`config.mk`:
```
export PLATFORM = sky130hd
export DESIGN_NAME = fb3d_axis_step
export DESIGN_NICKNAME = d
export VERILOG_FILES = /design/src/design/fb3d_pkg.sv /design/src/design/fb3d_axis_step.sv
export SDC_FILE = /design/constraint.sdc
export NUM_CORES = 1
export LEC_CHECK = 0
export BUFFER_PORTS_ARGS = -buffer_cell sky130_fd_sc_hd__buf_2
export CAP_MARGIN = 30
export CORE_AREA = 4 4 41 43
export DETAILED_ROUTE_END_ITERATION = 12
export DIE_AREA = 0 0 45 47
export PLACE_DENSITY = 0.71
export SLEW_MARGIN = 5
export SYNTH_ARGS = -nofsm -noshare
export SYNTH_HDL_FRONTEND = slang
export SYNTH_SLANG_ARGS = --single-unit
export TNS_END_PERCENT = 50
```
`constraint.sdc`:
```
create_clock -name vclk -period 5.6
set_input_delay 1.12 -clock vclk [all_inputs]
set_output_delay 1.12 -clock vclk [all_outputs]
set_load 0.05 [all_outputs]
```
`src/design/fb3d_pkg.sv`:
```
`default_nettype none
package fb3d_pkg;

    // fixed field widths of the item and result beats and of the side setting
    localparam int COORD_W = 4;
    localparam int DATA_W  = 32;
    localparam int GRID_W  = 5;

    localparam logic [GRID_W-1:0] GRID_RESET = 5'd16;

    // walk index width: side in use never exceeds 31, so i | (i + 1) stays below 64
    localparam int WALK_W = 6;

    // inclusion-exclusion terms of a box query
    localparam int NUM_TERMS = 8;
    localparam int TERM_W    = 3;
    localparam logic [TERM_W-1:0] TERM_LAST = TERM_W'(NUM_TERMS - 1);

    // operation codes
    localparam logic OP_ADD   = 1'b0;
    localparam logic OP_QUERY = 1'b1;

    // one axis step of a tree walk
    typedef struct packed {
        logic [WALK_W-1:0] next;
        logic              wrap;
    } fb3d_step_t;

endpackage
`default_nettype wire

```
`src/design/fb3d_axis_step.sv`:
```
`default_nettype none
module fb3d_axis_step
    import fb3d_pkg::*;
(
    input  wire                query,
    input  wire [WALK_W-1:0]   cur,
    input  wire [WALK_W-1:0]   start,
    input  wire [GRID_W-1:0]   side,
    output fb3d_step_t         step
);

    logic [WALK_W-1:0] inc;
    logic [WALK_W-1:0] up_next;
    logic [WALK_W-1:0] down_mask;
    logic [WALK_W-1:0] raw_next;
    logic              wrap;

    always_comb
    begin
        inc       = cur + 1'b1;
        up_next   = cur | inc;
        down_mask = cur & inc;
        if (query == OP_QUERY)
        begin
            // prefix walk: i -> (i & (i + 1)) - 1, ends below zero
            wrap     = (down_mask == '0);
            raw_next = down_mask - 1'b1;
        end
        else
        begin
            // update walk: i -> i | (i + 1), ends at the side in use
            wrap     = (up_next >= WALK_W'(side));
            raw_next = up_next;
        end
        step.wrap = wrap;
        step.next = wrap ? start : raw_next;
    end

endmodule
`default_nettype wire

```
== Yosys cells after proc, flatten, opt, wreduce, memory -nomap -nowiden ==
Index checks and enable logic that the tools add are counted.
Word-level totals
  input port bits: 18
  register bits after elaboration: 0
  output and inout bits: 7
  word-level logic and storage cells: 9
Cells by class
  muxes and demuxes: 3
  $add $sub $neg: 2
  bitwise gates (word level): 2
  reductions and logical operators: 1
  magnitude comparators: 1
Operator list (number)
  two-way mux 6 bit: 2
  adder 6 x 1 -> 6 bit (second input constant): 1
  bitwise AND 6 bit: 1
  >= comparator 6 x 5 -> 1 bit: 1
  zero test 6 bit: 1
  bitwise OR 6 bit: 1
  subtractor 6 x 1 -> 6 bit (second input constant): 1
  two-way mux 1 bit: 1

== Depth between registers and ports, before layout ==
Gate-level depths: netlist (run 1).
  word-level depth: 5
  gate-level depth with buffers: 10
  gate-level depth less buffers: 8

== Worst setup path before layout (run 1) ==
OpenSTA, ideal clock, no wires.
  kind: input to output
  start point: input cur[2]
  end point: output step[2] in the netlist's numbering
  path slack: 0.860 ns
  required time: 4.480 ns
  buffers on the path: 1
  stages: 9
  arrival time: 3.620 ns
  path through: buf_4 and4_1 or2_2 ha_1 nand3_1 o22ai_1 o41a_1 o21ai_4 mux2i_1
RTL lines
  start, declared: RTL line fb3d_axis_step.sv:6  | input wire [WALK_W-1:0] cur,
  end, declared: RTL line fb3d_axis_step.sv:9  | output fb3d_step_t step

==> flow_summary.ini, run 1 <==
[outcome]
status = finished clean

[route]
wl_per_cell_um = 9.86
via_count = 456
viasPerCell = 4.75
first_pass_iters = 2
finalWirelength_um = 947
remaining_drc_errors = 0
ant_nets = 0
first_iter_violations = 3

[setup_path]
slowest_stage = o41a_1
crit_buf_inv = 2
path_class = in -> out
crit_path_end_kind = output port
crit_chain = buf_2, and4_1, or2_2, ha_1, nand3_1, o22ai_1, o41a_1, o21ai_4, mux2_4, buf_2
cp_common_cell = buf_2
startpoint_type = primary input
critPathMaxStageDelay_ps = 350
critPathTopFamily = compound AO/OA/AOI/OAI gates
path_max_fanout = 9
worst_ep_required_time_ps = 4480
critPathArrivalTime_ps = 3340

[placed_design]
dp_hpwl_um = 797
io_buffers = 25
gp_congestion = 0.803
dpl_cell_area_um2 = 569
dp.cells = 96
place_worst_setup_slack_ps = 1130

[cells_and_area]
fin_area_um2 = 569
diodes = 0
seq_cells = 0
num-fill-cells = 138
multi_input_area_um2 = 399
finalNonFillerCells = 96
syn_to_final_growth_pct = 21.7
fin_util_pct = 43.8
finalNetCount = 105
drive_gt1_share_pct = 49.4
nClkBuffers = 0
ff_latch_area_um2 = 0

[sta]
hold_violations = 0
finalCriticalPeriod_ps = 4460
max_freq_mhz = 224
slew_headroom_pct = 81.0
setup_slack_ps = 1140
finalMaxSlewViolations = 0
finalSetupViolCount = 0
tightest_slew_ps = 284
rsz0062_at_grt = no
timing.final.crit_share_pct = 79.7
fin_tns_setup_ps = 0

[grt]
met3_usage_pct = 0.383
grt_max_degree = 11
first_global_vias = 347
grt_first_pass_wirelength_mm = 1.34
grtUsageMet1_pct = 9.66
busiest_layer = met2
grt_overflow = 0
track_usage_pct = 7.79
antenna_found_initial = 0
grtUsageMet2_pct = 15.5

[clock_tree]
post_cts_buffers = 0
cts-resized-gates = 0
ctsHoldBuffers = 0

[synthesis]
syn_inst = 61
synth_area_per_cell_um2 = 7.67
synth.cell_area_um2 = 468
ys_warn_count = 0
synth_most_common_cell = inv_1
ys_seq_area_share_pct = 0
yosysTopAreaCell = mux2_4
syn_nets = 83
synthTopCellsByArea = mux2_4 (13%), ha_1 (11%), inv_1 (5.6%)
synth.distinct_cells = 30
synth_top_area_share_pct = 12.8
ys_top_cells_by_count = inv_1 (7), nor2_1 (6), ha_1 (4), mux2_4 (4)

[floorplan]
die_x_um = 45
start_util_pct = 36.0
die_height_um = 47
core_area_um2 = 1300
num_io_pins = 25
num_rows = 13
dieArea_um2 = 2120

[hold_path]
min_path_type = in -> out

[power]
p_leak_uw = 0.000303
power.density_nw_per_um2 = 124
ir_drop_v = 0.0000584

[job]
maxCapViolations = 0
power by group:
| part | leakage (uW) | internal, uW | switching, uW | total, uW |
|---|---|---|---|---|
| combinational | 0.000303 | 27.2 | 43.2 | 70.4 |
| clock | 0 | 0 | 0 | 0 |
| sequential | 0 | 0 | 0 | 0 |
path summary, 6_finish.rpt:
path / start / endpoint / depth (start not counted)
worst min-delay path: start[1] / step[2] / 4
worst max-delay path: cur[3] / step[3] / 10
cells in the final DEF (no fill, tap or decap), drive strengths merged:
cell / n
buf: 25
inv: 7
nor2: 6
mux2: 6
o21ai: 5
ha: 4
or2: 4
a21oi: 3
nand2: 3
and2: 2
nand3: 2
o22ai: 2
a31o: 1
and4: 1
a21boi: 1
o41a: 1
or2b: 1
o31a: 1
a211oi: 1
xnor2: 1
xor2: 1
mux2i: 1
o2111ai: 1
nand2b: 1
final cells by class:
type | instances | area share (%)
inverter | 7 | 4.62
timing repair buffer | 25 | 22.0
tap | 15 | 3.30
multi-input combinational | 49 | 70.1
cells by family after synthesis:
group / after synthesis / share of synthesized area, %
adder cells (fa/ha/maj): 4 / 10.7
AND/OR/NAND/NOR: 20 / 24.9
buffers and inverters: 12 / 14.7
AO/OA/AOI/OAI: 16 / 26.2
XOR/XNOR: 2 / 3.74
multiplexers: 7 / 19.8
layer usage:
metal | vias to the layer above | share of wire [%]
met2 | 10 | 49
met5 | - | 0
li1 | 252 | -
met4 | 0 | 0
met3 | 0 | 5.8
met1 | 194 | 45
per-stage QoR:
step / hold WS [ps] / total power [uW]
after global placement: 2620 / 69.9
final: 2630 / 70.4
after CTS: 2630 / 71.2
after global routing: 2650 / 76.0
after detailed placement: 2630 / 71.0
after floorplan: 2460 / 58.4
No activity file was read; power rests on OpenSTA's default activity.
==> run 2: changes to the inputs <==
Settings changed: ABC_AREA set to 1, PLACE_DENSITY 0.71 to 0.68.
Clock period 5.6 ns to 4.35 ns, I/O delays scaled along.
==> run 2 against run 1 <==
Area after synthesis shrank 7.8%. Critical path depth rose by 2. Total power increased by 20%. Critical path type unchanged. Largest cell class unchanged. Largest power group unchanged. Highest routed layer unchanged.
==> flow_summary.ini, run 2 <==
[grt]
grt_first_pass_wirelength_mm = 1.73
track_usage_pct = 10.1
antenna_found_initial = 0
first_global_vias = 462
grt_max_degree = 9
grt_overflow = 0

[synthesis]
synth.cell_area_um2 = 432
ys_top_cells_by_count = nand2_1 (37), inv_1 (14), nand3_1 (7), nor2_1 (7)
ys_seq_area_share_pct = 0
yosysTopAreaCell = nand2_1
syn_nets = 110
synth_area_per_cell_um2 = 4.91
synth.distinct_cells = 16
synth_top_area_share_pct = 32.2
synth_most_common_cell = nand2_1
ys_warn_count = 0
syn_inst = 88
synthTopCellsByArea = nand2_1 (32%), inv_1 (12%), ha_1 (12%)

[cells_and_area]
diodes = 0
syn_to_final_growth_pct = 30.4
layout_common_cells = nand2_1 (37), buf_2 (25), inv_1 (14)
finalNetCount = 135
seq_cells = 0
final_common_cell = nand2_1
ff_latch_area_um2 = 0
nClkBuffers = 0
drive_gt1_share_pct = 30.6

[placed_design]
io_buffers = 25
gp_congestion = 0.779
dp_hpwl_um = 915

[sta]
hold_violations = 0
max_freq_mhz = 303
fin_tns_setup_ps = 0
finalMaxSlewViolations = 0
tightest_slew_ps = 289
finalCriticalPeriod_ps = 3300
finalSetupViolCount = 0
rsz0062_at_grt = no
slew_headroom_pct = 80.5
timing.final.crit_share_pct = 76.0

[clock_tree]
cts-resized-gates = 0
ctsHoldBuffers = 0
post_cts_buffers = 0

[route]
first_iter_violations = 4
first_pass_iters = 4
remaining_drc_errors = 0
m1WireLength_um = 494
wl_met2_um = 451
routed.top_layer = met3
ant_nets = 0
finalWirelength_mm = 1.00
wl_per_cell_um = 7.94
viasPerCell = 4.48
via_count = 564
met3WireLength_um = 55

[floorplan]
num_rows = 13
num_io_pins = 25
die_height_um = 47
dieArea_um2 = 2120
start_util_pct = 33.2
die_x_um = 45
core_area_um2 = 1300

[hold_path]
min_from = start[0]
min_path_type = in -> out

[setup_path]
endpoint = step[5]
path_class = in -> out
critPathArrivalTime_ps = 2430
worst_ep_required_time_ps = 3480
crit_path_end_kind = output port
startpoint_type = primary input
crit_start = cur[1]
path_max_fanout = 6

[power]
p_leak_uw = 0.000375
power.density_nw_per_um2 = 150
p_total_uw = 84.2
ir_drop_v = 0.0000801

[job]
maxCapViolations = 0

[outcome]
status = finished clean
-- run 2: cell types whose count changed after synthesis, moves of 3 or more --
cell,previous run,this run
mux2_4,4,0
nand3_1,2,7
inv_1,7,14
nand2_4,0,3
or2_2,3,0
nand2_2,0,3
nand2_1,3,37
-- run 2: worst max-delay path, stage by stage --
cell     delay, ps
buf_2          140
nand2_2        110
o21ai_0        280
ha_1           290
nand2_1         60
nand2_1         40
nand2_1        100
nand2_4         80
nand2_4         90
nand2_1         50
nand2_1         50
buf_2          250
-- run 2: report_power, final --
| group | leakage (uW) | switching, uW | internal, uW |
|---|---|---|---|
| registers | 0 | 0 | 0 |
| clock network | 0 | 0 | 0 |
| logic | 0.000375 | 58.6 | 25.6 |
| total | 0.000375 | 58.6 | 25.6 |
-- run 2: worst min path at each step --
stage | slack [ps] | cells after the start | to
2_1_floorplan | 2050 | 2 | step[1]
3_3_place_gp | 2110 | 4 | step[1]
3_5_place_dp | 2110 | 4 | step[1]
4_1_cts | 2110 | 4 | step[1]
5_1_grt | 2140 | 4 | step[1]
6_report | 2110 | 4 | step[1]
-- run 2: per-layer routing --
metal  vias to the layer above  track usage [%]
met2                        12             17.8
met3                         0            0.383
met5                         -                0
li1                        315                -
met1                       237             14.4
met4                         0                0
-- run 2: layout make-up --
class                      count  area (um2)
fill                         155         738
inverter                      15        56.3
multi-input combinational     71         363
tap                           15        18.8
timing repair buffer          25         125
-- run 2: cell families after synthesis --
| kind of cell | share of synthesized area [%] |
|---|---|
| adders and majority gates | 11.6 |
| and+or+nand+nor | 62.6 |
| buffers and inverters | 15.9 |
| AOI/OAI and AO/OA | 9.85 |
-- run 2: per-stage QoR --
step / setup WS [ps] / util [%] / cells / instance area [um2] / hold slack, ps
after floorplan: 1340 / - / 88 / 432 / 2050
after global placement: 1090 / 43.3 / 126 / 563 / 2110
after detailed placement: 1020 / 43.3 / 126 / 563 / 2110
after CTS: 1020 / 43.3 / 126 / 563 / 2110
after global routing: 882 / 43.3 / 126 / 563 / 2140
final: 1050 / 43.3 / 126 / 563 / 2110
==> run 3: changes to the inputs <==
Clock period 4.35 ns to 3.45 ns, I/O delays scaled along.
==> run 3 against run 2 <==
Design area unchanged. Count of clock-buffer cells in the layout stayed put. Core utilization stayed put. Wire length is 2.2% lower. Total power rose by 26%. Cell count stayed put. Non-clock buffer count unchanged. Worst setup slack got worse by 490 ps. Combinational power grew 26%. Critical path depth did not move. Critical endpoint is now step[3]. Largest power group unchanged.
==> flow_summary.ini, run 3 (synthesis results as in run 2) <==
[cells_and_area]
ff_latch_area_um2 = 0
diodes = 0
num-fill-cells = 170
syn_to_final_growth_pct = 30.4
layout_common_cells = nand2_1 (37), buf_2 (25), inv_1 (14)
final_common_cell = nand2_1
seq_cells = 0
nClkBuffers = 0
drive_gt1_share_pct = 30.6
finalNonFillerCells = 126
finalNetCount = 135

[power]
p_total_uw = 106
p_leak_uw = 0.000375
power.density_nw_per_um2 = 188
pwr-share-comb_pct = 100.0
power_frac_clock_pct = 0
p_sw_share_pct = 69.6
switchingPower_uw = 73.7
ir_drop_v = 0.000121
sequentialPowerShare_pct = 0
power.internal_uw = 32.2

[sta]
setup_slack_ps = 558
finalMaxSlewViolations = 0
fin_hold_ws_ps = 1750
finalSetupViolCount = 0
rsz0062_at_grt = no
fin_tns_setup_ps = 0
slew_headroom_pct = 82.7
hold_violations = 0
max_freq_mhz = 346
finalCriticalPeriod_ps = 2890
tightest_slew_ps = 257
timing.final.crit_share_pct = 83.8

[floorplan]
core_area_um2 = 1300
num_rows = 13
dieArea_um2 = 2120
start_util_pct = 33.2
die_x_um = 45
num_io_pins = 25
die_height_um = 47

[route]
met3WireLength_um = 50
ant_nets = 0
first_iter_violations = 3
m1WireLength_um = 485
viasPerCell = 4.44
routed.top_layer = met3
first_pass_iters = 4
via_count = 560
finalWirelength_um = 978
remaining_drc_errors = 0
wl_per_cell_um = 7.76
wl_met2_um = 443

[grt]
grt_overflow = 0
grt_first_pass_wirelength_mm = 1.73
first_global_vias = 480
track_usage_pct = 9.99
grt_max_degree = 9
antenna_found_initial = 0

[setup_path]
path_max_fanout = 6
startpoint_type = primary input
critPathArrivalTime_ps = 2200
worst_ep_required_time_ps = 2760
path_class = in -> out
crit_start = cur[1]
crit_path_end_kind = output port

[job]
maxCapViolations = 0

[placed_design]
dp.cells = 126
place_worst_setup_slack_ps = 544
io_buffers = 25
dp_hpwl_um = 886
gp_congestion = 0.805

[hold_path]
min_path_type = in -> out
min_from = start[0]

[clock_tree]
cts-resized-gates = 0
ctsHoldBuffers = 0
post_cts_buffers = 0

[outcome]
status = finished clean
## run 3: cell counts in the layout (fill, tap and decap cells not counted)
Identical to the previous run, type by type.
## run 3: final timing paths
path	end	slack, ps	cells after the start
min	step[1]	1750	4
max	step[3]	560	12
## run 3: layout make-up
cell class / instances / area [um2] / share of cell area, %
Multi-Input combinational cell: 71 / 363 / 64.4
Timing Repair Buffer: 25 / 125 / 22.2
Inverter: 15 / 56.3 / 10.0
Tap cell: 15 / 18.8 / 3.33
## run 3: critical path, stage by stage
cell and delay (ps):
buf_2 140, nand2_2 110, o21ai_0 250, ha_1 280, nand2_1 60, nand2_1 40
nand2_1 90, nand2_4 80, nand2_4 100, nand2_1 50, nand2_1 50, buf_2 250
## run 3: stage by stage
stage                     util, %  cell area, um2
after global placement       43.3             563
after floorplan                 -             432
after detailed placement     43.3             563
final                        43.3             563
after global routing         43.3             563
after CTS                    43.3             563
## run 3: power groups by stage
stage	clock, uW	sequential, uW	combinational [uW]
2_1_floorplan	0	0	81.3
3_3_place_gp	0	0	106
3_5_place_dp	0	0	107
4_1_cts	0	0	107
5_1_grt	0	0	119
6_report	0	0	106
## run 3: per-layer routing
layer	GRT usage, %	vias up
li1	-	316
met1	14.2	232
met2	18.1	12
met3	0	0
met4	0	0
met5	0	-
